==> config.mk <==
export PLATFORM = sky130hd
export DESIGN_NAME = lph_hash
export DESIGN_NICKNAME = d
export VERILOG_FILES = /design/src/sv/lph_pkg.sv /design/src/sv/lph_hash.sv
export SDC_FILE = /design/constraint.sdc
export NUM_CORES = 1
export LEC_CHECK = 0
export ABC_AREA = 1
export BUFFER_PORTS_ARGS = -buffer_cell sky130_fd_sc_hd__buf_2
export CAP_MARGIN = 40
export CORE_MARGIN = 10
export CORE_UTILIZATION = 48
export CTS_BUF_LIST = sky130_fd_sc_hd__clkbuf_4 sky130_fd_sc_hd__clkbuf_8
export DETAILED_ROUTE_END_ITERATION = 10
export GPL_ROUTABILITY_DRIVEN = 0
export PLACE_DENSITY = 0.81
export REMOVE_ABC_BUFFERS = 1
export SKIP_LAST_GASP = 1
export SYNTH_ARGS = -nofsm -noshare
export SYNTH_HDL_FRONTEND = slang
export SYNTH_SLANG_ARGS = --single-unit
==> constraint.sdc <==
create_clock -name clk -period 3.5 [get_ports clk]
set_input_delay 0.35 -clock clk [delete_from_list [all_inputs] [get_ports clk]]
set_output_delay 0.35 -clock clk [all_outputs]
set_load 0.005 [all_outputs]
==> src/sv/lph_pkg.sv <==
// ----------------------------------------------------------------------------
// lph_pkg
// Shared codes and constants for the linear-probing hash table core.
// ----------------------------------------------------------------------------
package lph_pkg;

  // Command codes carried on the input tuser.
  localparam logic [1:0] CMD_INSERT = 2'd0;
  localparam logic [1:0] CMD_LOOKUP = 2'd1;
  localparam logic [1:0] CMD_REMOVE = 2'd2;
  localparam logic [1:0] CMD_NEXT   = 2'd3;

  // Result status codes carried on the output tuser.
  localparam logic [1:0] ST_OK   = 2'd0;
  localparam logic [1:0] ST_NONE = 2'd1;
  localparam logic [1:0] ST_FULL = 2'd2;

  // djb2 hash constants.
  localparam logic [31:0] HASH_START = 32'd5381;
  localparam int unsigned HASH_SHIFT = 5;

  // Fixed field widths of the stream payloads.
  localparam int unsigned CMD_W    = 2;
  localparam int unsigned KEY_W    = 64;
  localparam int unsigned VAL_W    = 32;
  localparam int unsigned SLOT_W   = 8;
  localparam int unsigned STATUS_W = 2;
  localparam int unsigned TOTAL_W  = 9;
  localparam int unsigned IN_W     = 104;
  localparam int unsigned OUT_W    = 120;

  // Sequencer states.
  typedef enum logic [12:0] {
    S_IDLE     = 13'b0000000000001,
    S_HASH     = 13'b0000000000010,
    S_INS      = 13'b0000000000100,
    S_LK_PROBE = 13'b0000000001000,
    S_LK_CMP   = 13'b0000000010000,
    S_RM_LOAD  = 13'b0000000100000,
    S_RM_SAVE  = 13'b0000001000000,
    S_RM_STEP  = 13'b0000010000000,
    S_RM_FETCH = 13'b0000100000000,
    S_RM_HSTRT = 13'b0001000000000,
    S_RM_HASH  = 13'b0010000000000,
    S_NX_SCAN  = 13'b0100000000000,
    S_NX_READ  = 13'b1000000000000
  } state_t;

endpackage

==> src/sv/lph_hash.sv <==
// ----------------------------------------------------------------------------
// lph_hash
// Byte-serial djb2 hash unit; keeps only the low index bits of the hash.
// ----------------------------------------------------------------------------
module lph_hash #(
  parameter int unsigned KEY_BYTES = 8,
  parameter int unsigned IDX_W     = 8
) (
  input  logic                   clk,
  input  logic                   rst,
  input  logic                   start,
  input  logic [8*KEY_BYTES-1:0] key,
  output logic                   done,
  output logic [IDX_W-1:0]       idx
);
  import lph_pkg::*;

  localparam int unsigned CNT_W = $clog2(KEY_BYTES + 1);

  logic [8*KEY_BYTES-1:0] key_sh;
  logic [CNT_W-1:0]       cnt;
  logic [IDX_W-1:0]       h;

  // One key byte per cycle: h = h * 33 + byte, kept to the low IDX_W bits.
  always_ff @(posedge clk) begin
    if (rst) begin
      cnt  <= '0;
      done <= 1'b0;
    end else if (start) begin
      cnt  <= CNT_W'(KEY_BYTES);
      done <= 1'b0;
    end else begin
      done <= (cnt == CNT_W'(1));
      if (cnt != '0) cnt <= cnt - CNT_W'(1);
    end
  end

  always_ff @(posedge clk) begin
    if (start) begin
      h      <= HASH_START[IDX_W-1:0];
      key_sh <= key;
    end else if (cnt != '0) begin
      h      <= (h << HASH_SHIFT) + h + IDX_W'(key_sh[7:0]);
      key_sh <= key_sh >> 8;
    end
  end

  assign idx = h;

endmodule

=== After elaboration in Yosys (flattened, before gate mapping) ===
Cells that the tools add are included.

* Add/subtract/negate cells: 3
* Multipliers: 0
* Divide/modulo/power cells: 0
* $lt $le $gt $ge: 0
* Equal/unequal tests: 1
* Shifts and indexed selects: 0
* Mux-type cells: 4
* Bitwise gates (word level): 0
* Reduce and logical (&&, ||, !) cells: 3

{| class="wikitable"
|+ Operator list
! kind !! number
|-
| 64-bit two-way mux || 2
|-
| 8-bit adder || 2
|-
| 4-bit two-way mux || 2
|-
| 4-bit by 1-bit equality test with 1-bit output, second input constant || 1
|-
| 4-bit nonzero test || 1
|-
| 4-bit by 1-bit subtractor with 4-bit output, second input constant || 1
|-
| 2-bit nonzero test || 1
|-
| 2-bit OR reduction || 1
|}

* Flip-flop bits (word level): 77
* Bits in latches: 0
* Memory bits (writable): 0
* Bits in read-only memories: 0
* Input port bits: 67
* Memories: 0

=== Logic depth before layout (Yosys ltp) ===
* Depth in word-level cells: 3
* Mapped depth: 13

=== Least setup slack after synthesis ===
No wires, ideal clock.

* Kind: reg-to-reg
* Start point: register cnt[0]
* End point: register key_sh[0] (enable)
* Data arrival time: 2221 ps
* Data required time: 3076 ps
* Slack: 855 ps
* Cell stages (with the launch flop): 6
* Path buffers: 0
* Period minus slack after synthesis: 2645 ps
* Cell sequence: dfxtp_1 inv_1 ha_1 nand3_4 inv_2 nand2_1

* Word-level cells in the longest chain between the ends: 2

{| class="wikitable"
|+ Ends and longest elaborated chain
! item !! line !! text
|-
| from (decl) || lph_hash.sv:21 || <nowiki>logic [CNT_W-1:0] cnt;</nowiki>
|-
| from (signal assigned) || lph_hash.sv:30 || <nowiki>cnt <= CNT_W'(KEY_BYTES);</nowiki>
|-
| from (signal assigned) || lph_hash.sv:34 || <nowiki>if (cnt != '0) cnt <= cnt - CNT_W'(1);</nowiki>
|-
| 4-bit nonzero test || lph_hash.sv:42 || <nowiki>end else if (cnt != '0) begin</nowiki>
|-
| 2-bit nonzero test (no source line) || n/a ||
|-
| to (signal assigned) || lph_hash.sv:41 || <nowiki>key_sh <= key;</nowiki>
|-
| to (signal assigned) || lph_hash.sv:44 || <nowiki>key_sh <= key_sh >> 8;</nowiki>
|-
| to (decl) || lph_hash.sv:20 || <nowiki>logic [8*KEY_BYTES-1:0] key_sh;</nowiki>
|}

Every way passes these cells.
A chain may end at the register's enable or synchronous reset.

=== Worst setup path in the final report ===
* Start point: register cnt[0]
* End point: register key_sh[40] (enable)

Same word-level chain as after synthesis.

==> implementation parameters <==
Parameter                              Value

Finish
  Fraction of final layout cells sized beyond drive strength 1 ... 22.4%
  Non-filler instance count after layout ... 589
  Area growth from synthesis to layout ... 17.5%
  Commonest non-fill, non-tap cell in the layout ... sky130_fd_sc_hd__nand2_1
  Number of nets in the layout ... 566
  Diode count ... 0
  Most frequent cells in the layout ... sky130_fd_sc_hd__nand2_1, sky130_fd_sc_hd__buf_2, sky130_fd_sc_hd__edfxtp_1, sky130_fd_sc_hd__inv_1, sky130_fd_sc_hd__ha_1

Timing
  Post-Route Setup TNS ... 0 ns
  Fmax ... 474 MHz
  Number of max-slew violations in the final report ... 0
  Fin crit share ... 60.3%
  Worst Hold Margin ... 0.266 ns
  Worst slew margin relative to its limit ... 57.9%
  Layout Skew ... 0.0103 ns
  RSZ-0062 raised after global routing ... false
  Least setup slack across all paths after layout ... 1.39 ns
  Final period demand of the worst path ... 2.11 ns
  Worst-margin pin slew ... 0.632 ns
  Final setup violating endpoints ... 0
  Final hold violation count ... 0

Synth
  Number of different library cells in the post-synthesis netlist ... 26
  Sequential fraction of the synthesis area ... 58.5%
  Post-synthesis instance total ... 408
  Avg Cell Area, Syn ... 9.14 um2
  Yosys warns ... 0
  Flip-flop and latch count after synthesis ... 77
  Top cells by area in the synthesized netlist ... sky130_fd_sc_hd__edfxtp_1, sky130_fd_sc_hd__nand2_1, sky130_fd_sc_hd__dfxtp_1, sky130_fd_sc_hd__ha_1, sky130_fd_sc_hd__inv_1
  Top cell type by total area after synthesis ... sky130_fd_sc_hd__edfxtp_1
  Synthesized cell area ... 0.00373 mm2
  Area share of the leading cell type in the synthesized netlist ... 51.5%

Route
  DRC Markers ... 0
  Total number of vias ... 2,756
  Number of antenna-violating nets in the routed design ... 0
  Iteration-0 DRC count of the detailed router ... 91
  Drt total wl ... 7490 um
  Post-DR vias/cell ... 4.68
  Mean routed wirelength per cell ... 12.7 um
  Iteration count of the initial detailed-routing pass ... 4

Clocking
  Number of buffers inserted for hold repair after clock tree synthesis ... 0
  TritonCTS clock tree ... done
  CTS H-tree lvls ... 3
  Post-CTS resize count ... 0
  Inserted Clock Buffers ... 9
  Clock slew at the register clock pins of the worst setup and hold paths ... 0.08 ns
  Sinks on the clock net ... 77
  Clock Tree Root ... sky130_fd_sc_hd__clkbuf_8
  Buffers from clock root to sink, at most ... 2
  Post-CTS setup repair buffer count ... 0
  Clock latency of the later-clocked register in the worst-skew pair ... 0.34 ns

Global routing
  Wire length of the first global-routing pass ... 12,200 um
  Initial antenna violation count ... 0
  Overall global routing resource usage ... 12.9%
  Largest net degree at the start of global routing ... 67
  Number of global-route vias before repair ... 2,754
  GRT Residual Overflow ... 0

Critical path
  Startpoint types ... register
  Data arrival time at the worst-slack endpoint ... 2.14 ns
  Class of the most critical setup path ... reg -> reg
  Required time at the endpoint of the critical path ... 3.53 ns
  CP Capture Type ... register
  Slack of the worst reg-to-reg path ... 1.39 ns
  Largest fanout on the critical path ... 41

Die
  Die X ... 108 um
  Area of the core ... 0.00765 mm2
  Die Outline Area ... 0.0117 mm2
  Die boundary height ... 108 um
  Number of rows created at floorplan ... 32
  Io pins ... 76
  Initial core utilization ... 48.8%

Power and ir drop
  Pwr/cell area ... 669 mW/mm2
  Static Leakage ... 2.26 nW
  Overall power ... 0.00293 W
  VDD IR-drop max ... 276 uV

Place
  Placed cell count ... 573
  Placed wire-length estimate ... 5280 um
  Worst Setup Slack post-DPL ... 1.35 ns
  IO Port Bufs ... 75

Outcome
  Result of the run ... completed

Job
  Max-cap violations ... 0

Min path
  Path category of the worst min-delay check ... in -> reg
-- metal layers --
layer / routed length [um] / GRT usage [%] / vias up
met5: 0 / 0 / -
met4: 17 / 3.15 / 0
met3: 629 / 5.83 / 2
met2: 3580 / 21.0 / 73
met1: 3260 / 15.2 / 1248
li1: - / - / 1433
-- state kept, by name, summed over array words and instances, names as in the netlist --
register / cells
done: 1
cnt: 4
idx: 8
key_sh: 64
-- logic make-up after synthesis --
kind of cell               count (synthesis)  share of synthesized area (%)
AOI/OAI and AO/OA                         18                           2.89
xor gates and xnor gates                   5                           1.17
adders and majority gates                 17                           6.31
buffers and inverters                     61                           6.95
DFF                                       77                           58.5
and+or+nand+nor                          230                           24.2
-- critical path: stages (launching register included) --
cell,delay (ns)
sky130_fd_sc_hd__dfxtp_1,0.36
sky130_fd_sc_hd__inv_1,0.09
sky130_fd_sc_hd__ha_1,0.24
sky130_fd_sc_hd__nand3_4,0.21
sky130_fd_sc_hd__inv_2,0.10
sky130_fd_sc_hd__nand2_2,0.47
sky130_fd_sc_hd__buf_12,0.31
-- path summary, 6_finish.rpt --
check             startpoint    endpoint  depth (start not counted)
setup reg to reg      cnt[0]  key_sh[40]                          6
hold / removal       key[56]  key_sh[56]                          3
setup / recovery      cnt[0]  key_sh[40]                          6
hold reg to reg       cnt[0]      cnt[0]                          2
-- power by group --
group	total (W)	switching, W	internal [W]	leakage, nW
Clock	0.000669	0.000337	0.000332	0.0935
Combinational	0.000925	0.000564	0.000361	1.39
Sequential	0.00134	0.0000919	0.00125	0.781
Total	0.00293	0.000993	0.00194	2.26
-- cell usage after synthesis, drive strengths merged --
cell and count:
nand3 10, clkbuf 1, dfxtp 13, nor3 2
a211oi 1, o21ai 8, edfxtp 64, o211ai 1
xnor2 2, inv 46, ha 14, nand2 210
fa 3, nand4 1, a21oi 8, xor2 3
buf 14, nor2 7
-- metrics by stage --
step                instance area, um2  utilization, %
CTS                               4380            57.3
global placement                  4180            54.7
finish                            4380            57.3
detailed placement                4180            54.7
global route                      4380            57.3
floorplan                         3640               -
-- layout make-up --
type	instances	area [um2]
inverter	46	173
timing repair buffer	78	410
tap	102	128
multi-input combinational	270	1290
clock inverter	7	75.1
clock buffer	9	124
sequential	77	2180
fill	717	3270
(Power assumes the default switching activity.)
